File: src/sv/cle_pkg.sv
`timescale 1ns / 1ps
// Shared types, constants and codes of the cursor line edit buffer.
package cle_pkg;

   localparam int LINE_DEPTH = 64;
   localparam int ADDR_W     = $clog2(LINE_DEPTH);
   localparam int CNT_W      = $clog2(LINE_DEPTH + 1);
   localparam int CSR_ADDR_W = 4;
   localparam int CSR_DATA_W = 32;

   localparam logic [7:0] LEFT_CODE_RST  = 8'd60;  // '<'
   localparam logic [7:0] RIGHT_CODE_RST = 8'd62;  // '>'
   localparam logic [7:0] ERASE_CODE_RST = 8'd45;  // '-'

   typedef enum logic [1:0] {
      REG_LEFT_CODE  = 2'd0,
      REG_RIGHT_CODE = 2'd1,
      REG_ERASE_CODE = 2'd2,
      REG_UNUSED     = 2'd3
   } reg_idx_type;

   typedef struct packed {
      logic       func;
      logic [7:0] key;
   } req_type;

   typedef struct packed {
      logic [7:0] out_char;
      logic       is_last;
      logic       line_empty;
   } rsp_type;

   typedef struct packed {
      logic [7:0] left_code;
      logic [7:0] right_code;
      logic [7:0] erase_code;
   } cfg_type;

   typedef enum logic [1:0] {
      KEY_LEFT,
      KEY_RIGHT,
      KEY_ERASE,
      KEY_CHAR
   } key_cls_type;

   typedef enum logic [3:0] {
      OP_NONE,
      OP_INSERT,
      OP_ERASE,
      OP_MVL_RD,
      OP_MVL_WR,
      OP_MVR_RD,
      OP_MVR_WR,
      OP_FL_RD,
      OP_FL_LOAD,
      OP_FL_EMPTY,
      OP_CLEAR
   } op_type;

   typedef struct packed {
      op_type op;
   } cmd_type;

   typedef struct packed {
      key_cls_type key_cls;
      logic        empty;
      logic        can_insert;
      logic        can_erase;
      logic        can_left;
      logic        can_right;
      logic        last;
   } sts_type;

endpackage

File: src/sv/cle_ram.sv
`timescale 1ns / 1ps
// Generic single-port-write, single-port-read RAM with registered read data.
module cle_ram #(
   parameter int WIDTH = 8,
   parameter int DEPTH = 64
) (
   input  logic                     clock,
   input  logic                     wr_en,
   input  logic [$clog2(DEPTH)-1:0] wr_addr,
   input  logic [WIDTH-1:0]         wr_data,
   input  logic [$clog2(DEPTH)-1:0] rd_addr,
   output logic [WIDTH-1:0]         rd_data
);

   logic [WIDTH-1:0] mem_ff [DEPTH];
   logic [WIDTH-1:0] rd_data_ff;

   always_ff @(posedge clock) begin
      if (wr_en) begin
         mem_ff[wr_addr] <= wr_data;
      end
      rd_data_ff <= mem_ff[rd_addr];
   end

   assign rd_data = rd_data_ff;

endmodule

File: src/sv/cle_csr.sv
`timescale 1ns / 1ps
// APB register block holding the three editing key codes.
module cle_csr (
   input  logic                             clock,
   input  logic                             reset,
   input  logic                             csr_psel,
   input  logic                             csr_penable,
   input  logic                             csr_pwrite,
   input  logic [cle_pkg::CSR_ADDR_W-1:0]   csr_paddr,
   input  logic [cle_pkg::CSR_DATA_W-1:0]   csr_pwdata,
   output logic [cle_pkg::CSR_DATA_W-1:0]   csr_prdata,
   output logic                             csr_pready,
   output cle_pkg::cfg_type                 cfg
);
   import cle_pkg::*;

   cfg_type     cfg_ff;
   cfg_type     cfg_in;
   reg_idx_type idx;
   logic        wr_en;

   assign idx   = reg_idx_type'(csr_paddr[3:2]);
   assign wr_en = csr_psel & csr_penable & csr_pwrite;

   always_comb begin
      cfg_in = cfg_ff;
      if (wr_en) begin
         unique case (idx)
            REG_LEFT_CODE:  cfg_in.left_code  = csr_pwdata[7:0];
            REG_RIGHT_CODE: cfg_in.right_code = csr_pwdata[7:0];
            REG_ERASE_CODE: cfg_in.erase_code = csr_pwdata[7:0];
            default:        cfg_in = cfg_ff;
         endcase
      end
   end

   always_ff @(posedge clock) begin
      if (reset) begin
         cfg_ff.left_code  <= LEFT_CODE_RST;
         cfg_ff.right_code <= RIGHT_CODE_RST;
         cfg_ff.erase_code <= ERASE_CODE_RST;
      end else begin
         cfg_ff <= cfg_in;
      end
   end

   always_comb begin
      unique case (idx)
         REG_LEFT_CODE:  csr_prdata = {{(CSR_DATA_W-8){1'b0}}, cfg_ff.left_code};
         REG_RIGHT_CODE: csr_prdata = {{(CSR_DATA_W-8){1'b0}}, cfg_ff.right_code};
         REG_ERASE_CODE: csr_prdata = {{(CSR_DATA_W-8){1'b0}}, cfg_ff.erase_code};
         default:        csr_prdata = '0;
      endcase
   end

   assign csr_pready = 1'b1;
   assign cfg        = cfg_ff;

endmodule

File: src/sv/cle_datapath.sv
`timescale 1ns / 1ps
// Gap buffer datapath: the two character stacks, their counts and the result register.
module cle_datapath (
   input  logic             clock,
   input  logic             reset,
   input  cle_pkg::req_type req_data,
   input  cle_pkg::cfg_type cfg,
   input  cle_pkg::cmd_type cmd,
   output cle_pkg::sts_type sts,
   output cle_pkg::rsp_type rsp_data
);
   import cle_pkg::*;

   logic [CNT_W-1:0]  lc_ff, lc_in;
   logic [CNT_W-1:0]  rc_ff, rc_in;
   logic [CNT_W-1:0]  pos_ff, pos_in;
   logic              src_left_ff, src_left_in;
   rsp_type           rsp_ff, rsp_in;

   logic [CNT_W-1:0]  total;
   logic [CNT_W-1:0]  lc_dec;
   logic [CNT_W-1:0]  rc_dec;
   logic [CNT_W-1:0]  total_dec;
   logic [CNT_W-1:0]  rev_pos;

   logic              l_we, r_we;
   logic [ADDR_W-1:0] l_waddr, r_waddr, l_raddr, r_raddr;
   logic [7:0]        l_wdata, r_wdata, l_rdata, r_rdata;

   assign total     = lc_ff + rc_ff;
   assign lc_dec    = lc_ff - CNT_W'(1);
   assign rc_dec    = rc_ff - CNT_W'(1);
   assign total_dec = total - CNT_W'(1);
   // right stack is walked from its top down: position pos maps to total-1-pos
   assign rev_pos   = total_dec - pos_ff;

   always_comb begin
      priority if (req_data.key == cfg.left_code) begin
         sts.key_cls = KEY_LEFT;
      end else if (req_data.key == cfg.right_code) begin
         sts.key_cls = KEY_RIGHT;
      end else if (req_data.key == cfg.erase_code) begin
         sts.key_cls = KEY_ERASE;
      end else begin
         sts.key_cls = KEY_CHAR;
      end
      sts.empty      = (total == '0);
      sts.can_insert = (total < CNT_W'(LINE_DEPTH));
      sts.can_erase  = (lc_ff != '0);
      sts.can_left   = (lc_ff != '0) && (rc_ff < CNT_W'(LINE_DEPTH));
      sts.can_right  = (rc_ff != '0) && (lc_ff < CNT_W'(LINE_DEPTH));
      sts.last       = rsp_ff.is_last;
   end

   assign l_we    = (cmd.op == OP_INSERT) || (cmd.op == OP_MVR_WR);
   assign l_waddr = lc_ff[ADDR_W-1:0];
   assign l_wdata = (cmd.op == OP_INSERT) ? req_data.key : r_rdata;
   assign l_raddr = (cmd.op == OP_MVL_RD) ? lc_dec[ADDR_W-1:0] : pos_ff[ADDR_W-1:0];

   assign r_we    = (cmd.op == OP_MVL_WR);
   assign r_waddr = rc_ff[ADDR_W-1:0];
   assign r_wdata = l_rdata;
   assign r_raddr = (cmd.op == OP_MVR_RD) ? rc_dec[ADDR_W-1:0] : rev_pos[ADDR_W-1:0];

   cle_ram #(
      .WIDTH (8),
      .DEPTH (LINE_DEPTH)
   ) u_left_stack (
      .clock   (clock),
      .wr_en   (l_we),
      .wr_addr (l_waddr),
      .wr_data (l_wdata),
      .rd_addr (l_raddr),
      .rd_data (l_rdata)
   );

   cle_ram #(
      .WIDTH (8),
      .DEPTH (LINE_DEPTH)
   ) u_right_stack (
      .clock   (clock),
      .wr_en   (r_we),
      .wr_addr (r_waddr),
      .wr_data (r_wdata),
      .rd_addr (r_raddr),
      .rd_data (r_rdata)
   );

   always_comb begin
      lc_in       = lc_ff;
      rc_in       = rc_ff;
      pos_in      = pos_ff;
      src_left_in = src_left_ff;
      rsp_in      = rsp_ff;
      unique case (cmd.op)
         OP_INSERT: lc_in = lc_ff + CNT_W'(1);
         OP_ERASE:  lc_in = lc_dec;
         OP_MVL_RD: lc_in = lc_dec;
         OP_MVL_WR: rc_in = rc_ff + CNT_W'(1);
         OP_MVR_RD: rc_in = rc_dec;
         OP_MVR_WR: lc_in = lc_ff + CNT_W'(1);
         OP_FL_RD:  src_left_in = (pos_ff < lc_ff);
         OP_FL_LOAD: begin
            rsp_in.out_char   = src_left_ff ? l_rdata : r_rdata;
            rsp_in.is_last    = (pos_ff == total_dec);
            rsp_in.line_empty = 1'b0;
            pos_in            = pos_ff + CNT_W'(1);
         end
         OP_FL_EMPTY: begin
            rsp_in.out_char   = 8'd0;
            rsp_in.is_last    = 1'b1;
            rsp_in.line_empty = 1'b1;
         end
         OP_CLEAR: begin
            lc_in  = '0;
            rc_in  = '0;
            pos_in = '0;
         end
         default: lc_in = lc_ff;
      endcase
   end

   always_ff @(posedge clock) begin
      if (reset) begin
         lc_ff  <= '0;
         rc_ff  <= '0;
         pos_ff <= '0;
      end else begin
         lc_ff  <= lc_in;
         rc_ff  <= rc_in;
         pos_ff <= pos_in;
      end
      src_left_ff <= src_left_in;
      rsp_ff      <= rsp_in;
   end

   assign rsp_data = rsp_ff;

endmodule

File: src/sv/cle_ctrl.sv
`timescale 1ns / 1ps
// Controller state machine sequencing keystrokes and the line flush.
module cle_ctrl (
   input  logic             clock,
   input  logic             reset,
   input  logic             req_valid,
   input  logic             req_func,
   output logic             req_ready,
   output logic             rsp_valid,
   input  logic             rsp_ready,
   input  cle_pkg::sts_type sts,
   output cle_pkg::cmd_type cmd
);
   import cle_pkg::*;

   typedef enum logic [2:0] {
      S_IDLE,
      S_MV_L,
      S_MV_R,
      S_FL_RD,
      S_FL_LOAD,
      S_FL_WAIT
   } state_type;

   state_type state_ff, state_in;
   logic      ready_ff;
   logic      valid_ff;

   always_comb begin
      state_in = state_ff;
      cmd.op   = OP_NONE;
      unique case (state_ff)
         S_IDLE: begin
            if (req_valid) begin
               if (req_func) begin
                  if (sts.empty) begin
                     cmd.op   = OP_FL_EMPTY;
                     state_in = S_FL_WAIT;
                  end else begin
                     state_in = S_FL_RD;
                  end
               end else begin
                  unique case (sts.key_cls)
                     KEY_LEFT: begin
                        if (sts.can_left) begin
                           cmd.op   = OP_MVL_RD;
                           state_in = S_MV_L;
                        end
                     end
                     KEY_RIGHT: begin
                        if (sts.can_right) begin
                           cmd.op   = OP_MVR_RD;
                           state_in = S_MV_R;
                        end
                     end
                     KEY_ERASE: begin
                        if (sts.can_erase) begin
                           cmd.op = OP_ERASE;
                        end
                     end
                     KEY_CHAR: begin
                        // drop the character when the line is full
                        if (sts.can_insert) begin
                           cmd.op = OP_INSERT;
                        end
                     end
                     default: cmd.op = OP_NONE;
                  endcase
               end
            end
         end
         S_MV_L: begin
            cmd.op   = OP_MVL_WR;
            state_in = S_IDLE;
         end
         S_MV_R: begin
            cmd.op   = OP_MVR_WR;
            state_in = S_IDLE;
         end
         S_FL_RD: begin
            cmd.op   = OP_FL_RD;
            state_in = S_FL_LOAD;
         end
         S_FL_LOAD: begin
            cmd.op   = OP_FL_LOAD;
            state_in = S_FL_WAIT;
         end
         S_FL_WAIT: begin
            if (rsp_ready) begin
               if (sts.last) begin
                  cmd.op   = OP_CLEAR;
                  state_in = S_IDLE;
               end else begin
                  state_in = S_FL_RD;
               end
            end
         end
         default: state_in = S_IDLE;
      endcase
   end

   always_ff @(posedge clock) begin
      if (reset) begin
         state_ff <= S_IDLE;
         ready_ff <= 1'b1;
         valid_ff <= 1'b0;
      end else begin
         state_ff <= state_in;
         ready_ff <= (state_in == S_IDLE);
         valid_ff <= (state_in == S_FL_WAIT);
      end
   end

   assign req_ready = ready_ff;
   assign rsp_valid = valid_ff;

endmodule

File: src/sv/cursor_line_edit_buffer.sv
`timescale 1ns / 1ps
// Top level of the cursor line edit buffer.
// Line editor that keeps a line of up to LINE_DEPTH characters as a gap buffer: one
// RAM stack for the characters left of the cursor and one for those right of it.
// A keystroke request that inserts, erases or is ignored completes in the idle state;
// a cursor move also passes a write state, since the moved character is read from one
// stack's RAM (registered read) and written into the other in the next cycle. A flush
// request emits the line in order, each character going through a RAM read, a result
// load and a result handshake that waits while rsp_ready stays low, and no request is
// taken until the last character is delivered and the buffer cleared. An empty line
// flushes as one result with line_empty set. The key codes for left, right and erase
// live in registers at byte addresses 0, 4 and 8 and reset to '<', '>' and '-'.
module cursor_line_edit_buffer (
   input  logic                             clock,
   input  logic                             reset,
   input  logic                             req_valid,
   output logic                             req_ready,
   input  cle_pkg::req_type                 req_data,
   output logic                             rsp_valid,
   input  logic                             rsp_ready,
   output cle_pkg::rsp_type                 rsp_data,
   input  logic                             csr_psel,
   input  logic                             csr_penable,
   input  logic                             csr_pwrite,
   input  logic [cle_pkg::CSR_ADDR_W-1:0]   csr_paddr,
   input  logic [cle_pkg::CSR_DATA_W-1:0]   csr_pwdata,
   output logic [cle_pkg::CSR_DATA_W-1:0]   csr_prdata,
   output logic                             csr_pready
);
   import cle_pkg::*;

   cfg_type cfg;
   cmd_type cmd;
   sts_type sts;

   cle_csr u_csr (
      .clock       (clock),
      .reset       (reset),
      .csr_psel    (csr_psel),
      .csr_penable (csr_penable),
      .csr_pwrite  (csr_pwrite),
      .csr_paddr   (csr_paddr),
      .csr_pwdata  (csr_pwdata),
      .csr_prdata  (csr_prdata),
      .csr_pready  (csr_pready),
      .cfg         (cfg)
   );

   cle_datapath u_datapath (
      .clock    (clock),
      .reset    (reset),
      .req_data (req_data),
      .cfg      (cfg),
      .cmd      (cmd),
      .sts      (sts),
      .rsp_data (rsp_data)
   );

   cle_ctrl u_ctrl (
      .clock     (clock),
      .reset     (reset),
      .req_valid (req_valid),
      .req_func  (req_data.func),
      .req_ready (req_ready),
      .rsp_valid (rsp_valid),
      .rsp_ready (rsp_ready),
      .sts       (sts),
      .cmd       (cmd)
   );

endmodule

File: config.mk
export PLATFORM = sky130hd
export DESIGN_NAME = cursor_line_edit_buffer
export DESIGN_NICKNAME = d
export VERILOG_FILES = /design/src/sv/cle_pkg.sv /design/src/sv/cle_ram.sv /design/src/sv/cle_csr.sv /design/src/sv/cle_datapath.sv /design/src/sv/cle_ctrl.sv /design/src/sv/cursor_line_edit_buffer.sv
export SDC_FILE = /design/constraint.sdc
export NUM_CORES = 2
export LEC_CHECK = 0
export ABC_AREA = 0
export BUFFER_PORTS_ARGS = -buffer_cell sky130_fd_sc_hd__clkbuf_2
export CAP_MARGIN = 40
export CORE_MARGIN = 3
export CORE_UTILIZATION = 31
export DETAILED_ROUTE_END_ITERATION = 7
export PLACE_DENSITY = 0.47
export SYNTH_ARGS = -nofsm -noshare
export SYNTH_HDL_FRONTEND = slang
export SYNTH_SLANG_ARGS = --single-unit
export TNS_END_PERCENT = 100
File: constraint.sdc
create_clock -name clock -period 4.9 [get_ports clock]
set_input_delay 0.245 -clock clock [delete_from_list [all_inputs] [get_ports clock]]
set_output_delay 0.245 -clock clock [all_outputs]
set_load 0.05 [all_outputs]
==> flow_summary.yaml <==
min_path:
  hp-class: "input port to flop"
  min-delay-start: "req_data[8]"
  hold_end: "u_ctrl.rsp_valid"
  hold_depth: 5
critical_path:
  cp_max_fo: 9
  critPathLaunchType: "flop"
  crit_buf_inv: 1
  cpMaxStageDelayCell: "a31oi_1"
  cpPeakStageDelay_ns: 0.82
  r2r_cells: 14
  crit_arrival_ns: 5.45
  crit_type: "flop to flop"
  required_ns: 5.54
  critPathTopFamily: "compound AO/OA/AOI/OAI gates"
  end_kind: "flop"
  r2r-start: "u_datapath.rc_ff[0]"
  path_cells: "ha_1 -> fa_1 -> a211oi_2 -> o21bai_1 -> a211o_1 -> a211oi_4 -> o221a_2 -> nand2_1 -> a31oi_1 -> buf_4 -> a211oi_1 -> or4_1 -> a21boi_1 -> nand4_1"
  reg2reg_to: "u_datapath.u_right_stack.rd_data[3]"
  r2r_slack_ns: 0.1
logic_synthesis:
  synth.most_common_cell: "edfxtp_1"
  synthCells: 3568
  synth_common_cells: "edfxtp_1, nand2_1, nor2_1, and3_1, clkbuf_1"
  yosysSeqAreaShare_pct: 69.0
  synth_area_per_cell_sq_um: 13.2
  synth_top_area_share_pct: 66.2
  synth_area_sq_um: 46900
  async_flop_share_pct: 0
  synth_seq_cells: 1101
  synth_edf_count: 1035
  ys_types: 92
  synth_warnings: 0
  synth_ff_type: "edfxtp_1"
  synth_top_area_cell: "edfxtp_1"
  synthTopCellsByArea: "edfxtp_1, nand2_1, mux2i_1, dfxtp_1, and3_1"
placed_design:
  portBuffers: 45
  hpwl_mm: 86.9
  gp_congestion: 0.844
  placed_cell_area_sq_um: 51100
clocking:
  cts.sinks: 1101
  cts_root_buf: "clkbuf_16"
  cts.path.max_buffers: 3
  cts_htree_levels: 3
  cts_tree: "done"
  clock_latency_ns: 0.72
  clk_pin_slew_ns: 0.07
  numCtsBuffers: 114
grt:
  grt_max_degree: 114
  grt_pass1_vias: 29200
  antenna_found_initial: 3
  grt_usage_pct: 17.2
  overflow: 0
  grt_pass1_wl_mm: 201
floorplanning:
  start_util_pct: 31.3
  dieArea_sq_um: 156000
  die_h_microns: 395
  ios: 97
  coreArea_sq_um: 150000
  die_w_microns: 395
  rows: 142
sta:
  max-slew-margin-rel_pct: 34.3
  clock_skew_ns: 0.0197
  max_freq_mhz: 208
  final.setup.tns_ns: 0
  setup_viol: 0
  holdWs_ns: 0.161
  finalHoldViolCount: 0
  finalMaxSlewViolations: 0
  period_minus_slack_ns: 4.80
  post-route-period-util_pct: 98.0
  worst_pin_slew_ns: 0.980
final_layout:
  num-fill-cells: 14500
  synthToLayoutAreaGrowth_pct: 17.1
  design_area_sq_um: 55000
  layout-drive-gt1-share_pct: 14.1
  nNetsFinal: 3843
routing:
  totalWireLength_mm: 138
  num_vias: 30000
  wl_per_cell_microns: 23.4
  drtIter0Drc: 2647
  vias_per_cell: 5.11
  firstDrtPassIters: 6
  drc_errors: 0
  ant_nets: 0
run:
  cap_viol_max_count: 0
run_status:
  status: "complete, no violations"
==> cell type report <==
class / count / area [sq um] / area share [%]
timing repair buffer: 312 / 2670 / 4.86
inverter: 27 / 101 / 0.184
sequential: 1101 / 32400 / 59.0
multi-input combinational: 2209 / 13600 / 24.8
tap: 2016 / 2520 / 4.59
clock inverter: 80 / 618 / 1.12
clock buffer: 133 / 3010 / 5.47
antenna: 2 / 5.00 / 0.00911
==> cell families (layout without fill, tap and decap cells) <==
| group | Yosys count | in the layout | share of synthesized area (%) |
|---|---|---|---|
| AND/OR/NAND/NOR | 1211 | 1211 | 12.2 |
| other | 2 | 27 | 0.0160 |
| flip-flops | 1101 | 1101 | 69.0 |
| adder cells (fa/ha/maj) | 26 | 26 | 0.725 |
| buffers and inverters | 281 | 552 | 2.63 |
| XOR/XNOR | 56 | 56 | 1.04 |
| AO/OA/AOI/OAI | 726 | 726 | 10.8 |
| multiplexers | 165 | 165 | 3.57 |
==> sequential cells by signal, indices dropped and copies added, names as in the netlist <==
register                          flops
u_datapath.u_left_stack.mem_ff      512
u_datapath.u_right_stack.mem_ff     512
u_csr.cfg                            24
u_datapath.rsp_data                  10
u_datapath.u_left_stack.rd_data       8
u_datapath.u_right_stack.rd_data      8
u_datapath.lc_ff                      7
u_datapath.pos_ff                     7
u_datapath.rc_ff                      7
u_ctrl.state_ff                       3
u_ctrl.req_ready                      1
u_ctrl.rsp_valid                      1
u_datapath.src_left_ff                1
==> worst min-delay path, delay by kind of cell <==
family / cells / cell delay, ns
and+or+nand+nor: 2 / 0.25
AOI/OAI and AO/OA: 2 / 0.19
buffers and inverters: 1 / 0.13
==> placed cells by master, fill, tap and decap left out, types with 19 or more instances in the layout <==
| cell | netlist | routed |
|---|---|---|
| a211o_1 | 20 | 20 |
| a211oi_1 | 62 | 59 |
| a21boi_0 | 118 | 118 |
| a21oi_1 | 89 | 89 |
| a31oi_1 | 36 | 36 |
| a32oi_1 | 21 | 21 |
| a41oi_1 | 28 | 25 |
| and3_1 | 182 | 182 |
| buf_4 | 31 | 226 |
| clkbuf_16 | 0 | 119 |
| clkbuf_2 | 0 | 45 |
| clkinv_1 | 3 | 36 |
| clkinv_2 | 0 | 27 |
| conb_1 | 2 | 25 |
| dfxtp_1 | 66 | 58 |
| edfxtp_1 | 1035 | 1035 |
| ha_1 | 24 | 24 |
| inv_1 | 24 | 24 |
| mux2i_1 | 147 | 146 |
| nand2_1 | 477 | 475 |
| nand3_1 | 143 | 141 |
| nand4_1 | 52 | 52 |
| nor2_1 | 209 | 206 |
| nor3_1 | 50 | 50 |
| o21ai_0 | 151 | 141 |
| o21ai_1 | 29 | 36 |
| o32ai_1 | 23 | 23 |
| xnor2_1 | 37 | 37 |
| xor2_1 | 19 | 19 |
==> worst max path at each step <==
stage                        startpoint                                     to  slack, ns  cells after the start
global route        u_datapath.rc_ff[1]    u_datapath.u_right_stack.rd_data[3]      -0.02                     17
detailed placement  u_datapath.rc_ff[0]     u_datapath.u_left_stack.rd_data[5]      -0.13                     14
floorplan           u_datapath.rc_ff[0]  u_datapath.u_left_stack.mem_ff[63][0]       0.59                     13
global placement    u_datapath.rc_ff[0]     u_datapath.u_left_stack.rd_data[5]      -0.07                     14
finish              u_datapath.rc_ff[0]    u_datapath.u_right_stack.rd_data[3]        0.1                     14
CTS                 u_datapath.rc_ff[0]     u_datapath.u_left_stack.rd_data[4]       0.01                     14
==> routing by layer <==
metal  wire length (microns)  part of all wire (%)  track usage, %  vias to the layer above
met5                      13                0.0094               0                        -
li1                        -                     -               -                    14000
met1                   63700                    46            24.3                    15100
met2                   64200                    47            27.4                      751
met3                    6570                   4.8            2.63                      191
met4                    3370                   2.4            4.51                        2
==> through the flow <==
step                setup slack [ns]  util, %  std cells
finish                        0.0971     36.6       5880
CTS                           0.0104     36.5       5873
floorplan                      0.591        -       3591
global placement             -0.0719     33.8       5629
global route                 -0.0169     36.6       5879
detailed placement            -0.126     34.0       5649
==> timing repair <==
item | in CTS | in global routing
gates resized for setup | 3 | 21
hold buffers | 11 | 0
pin swaps | 0 | 2
endpoints found under the setup margin | 3 | 70
buffers inserted | 0 | 3
gates cloned | 0 | 2
hold endpoints to repair | 27 | 0
Power is left out: the tool's default activity adds up to more than one toggle a clock period on the data nets, which glitch-free logic cannot reach.
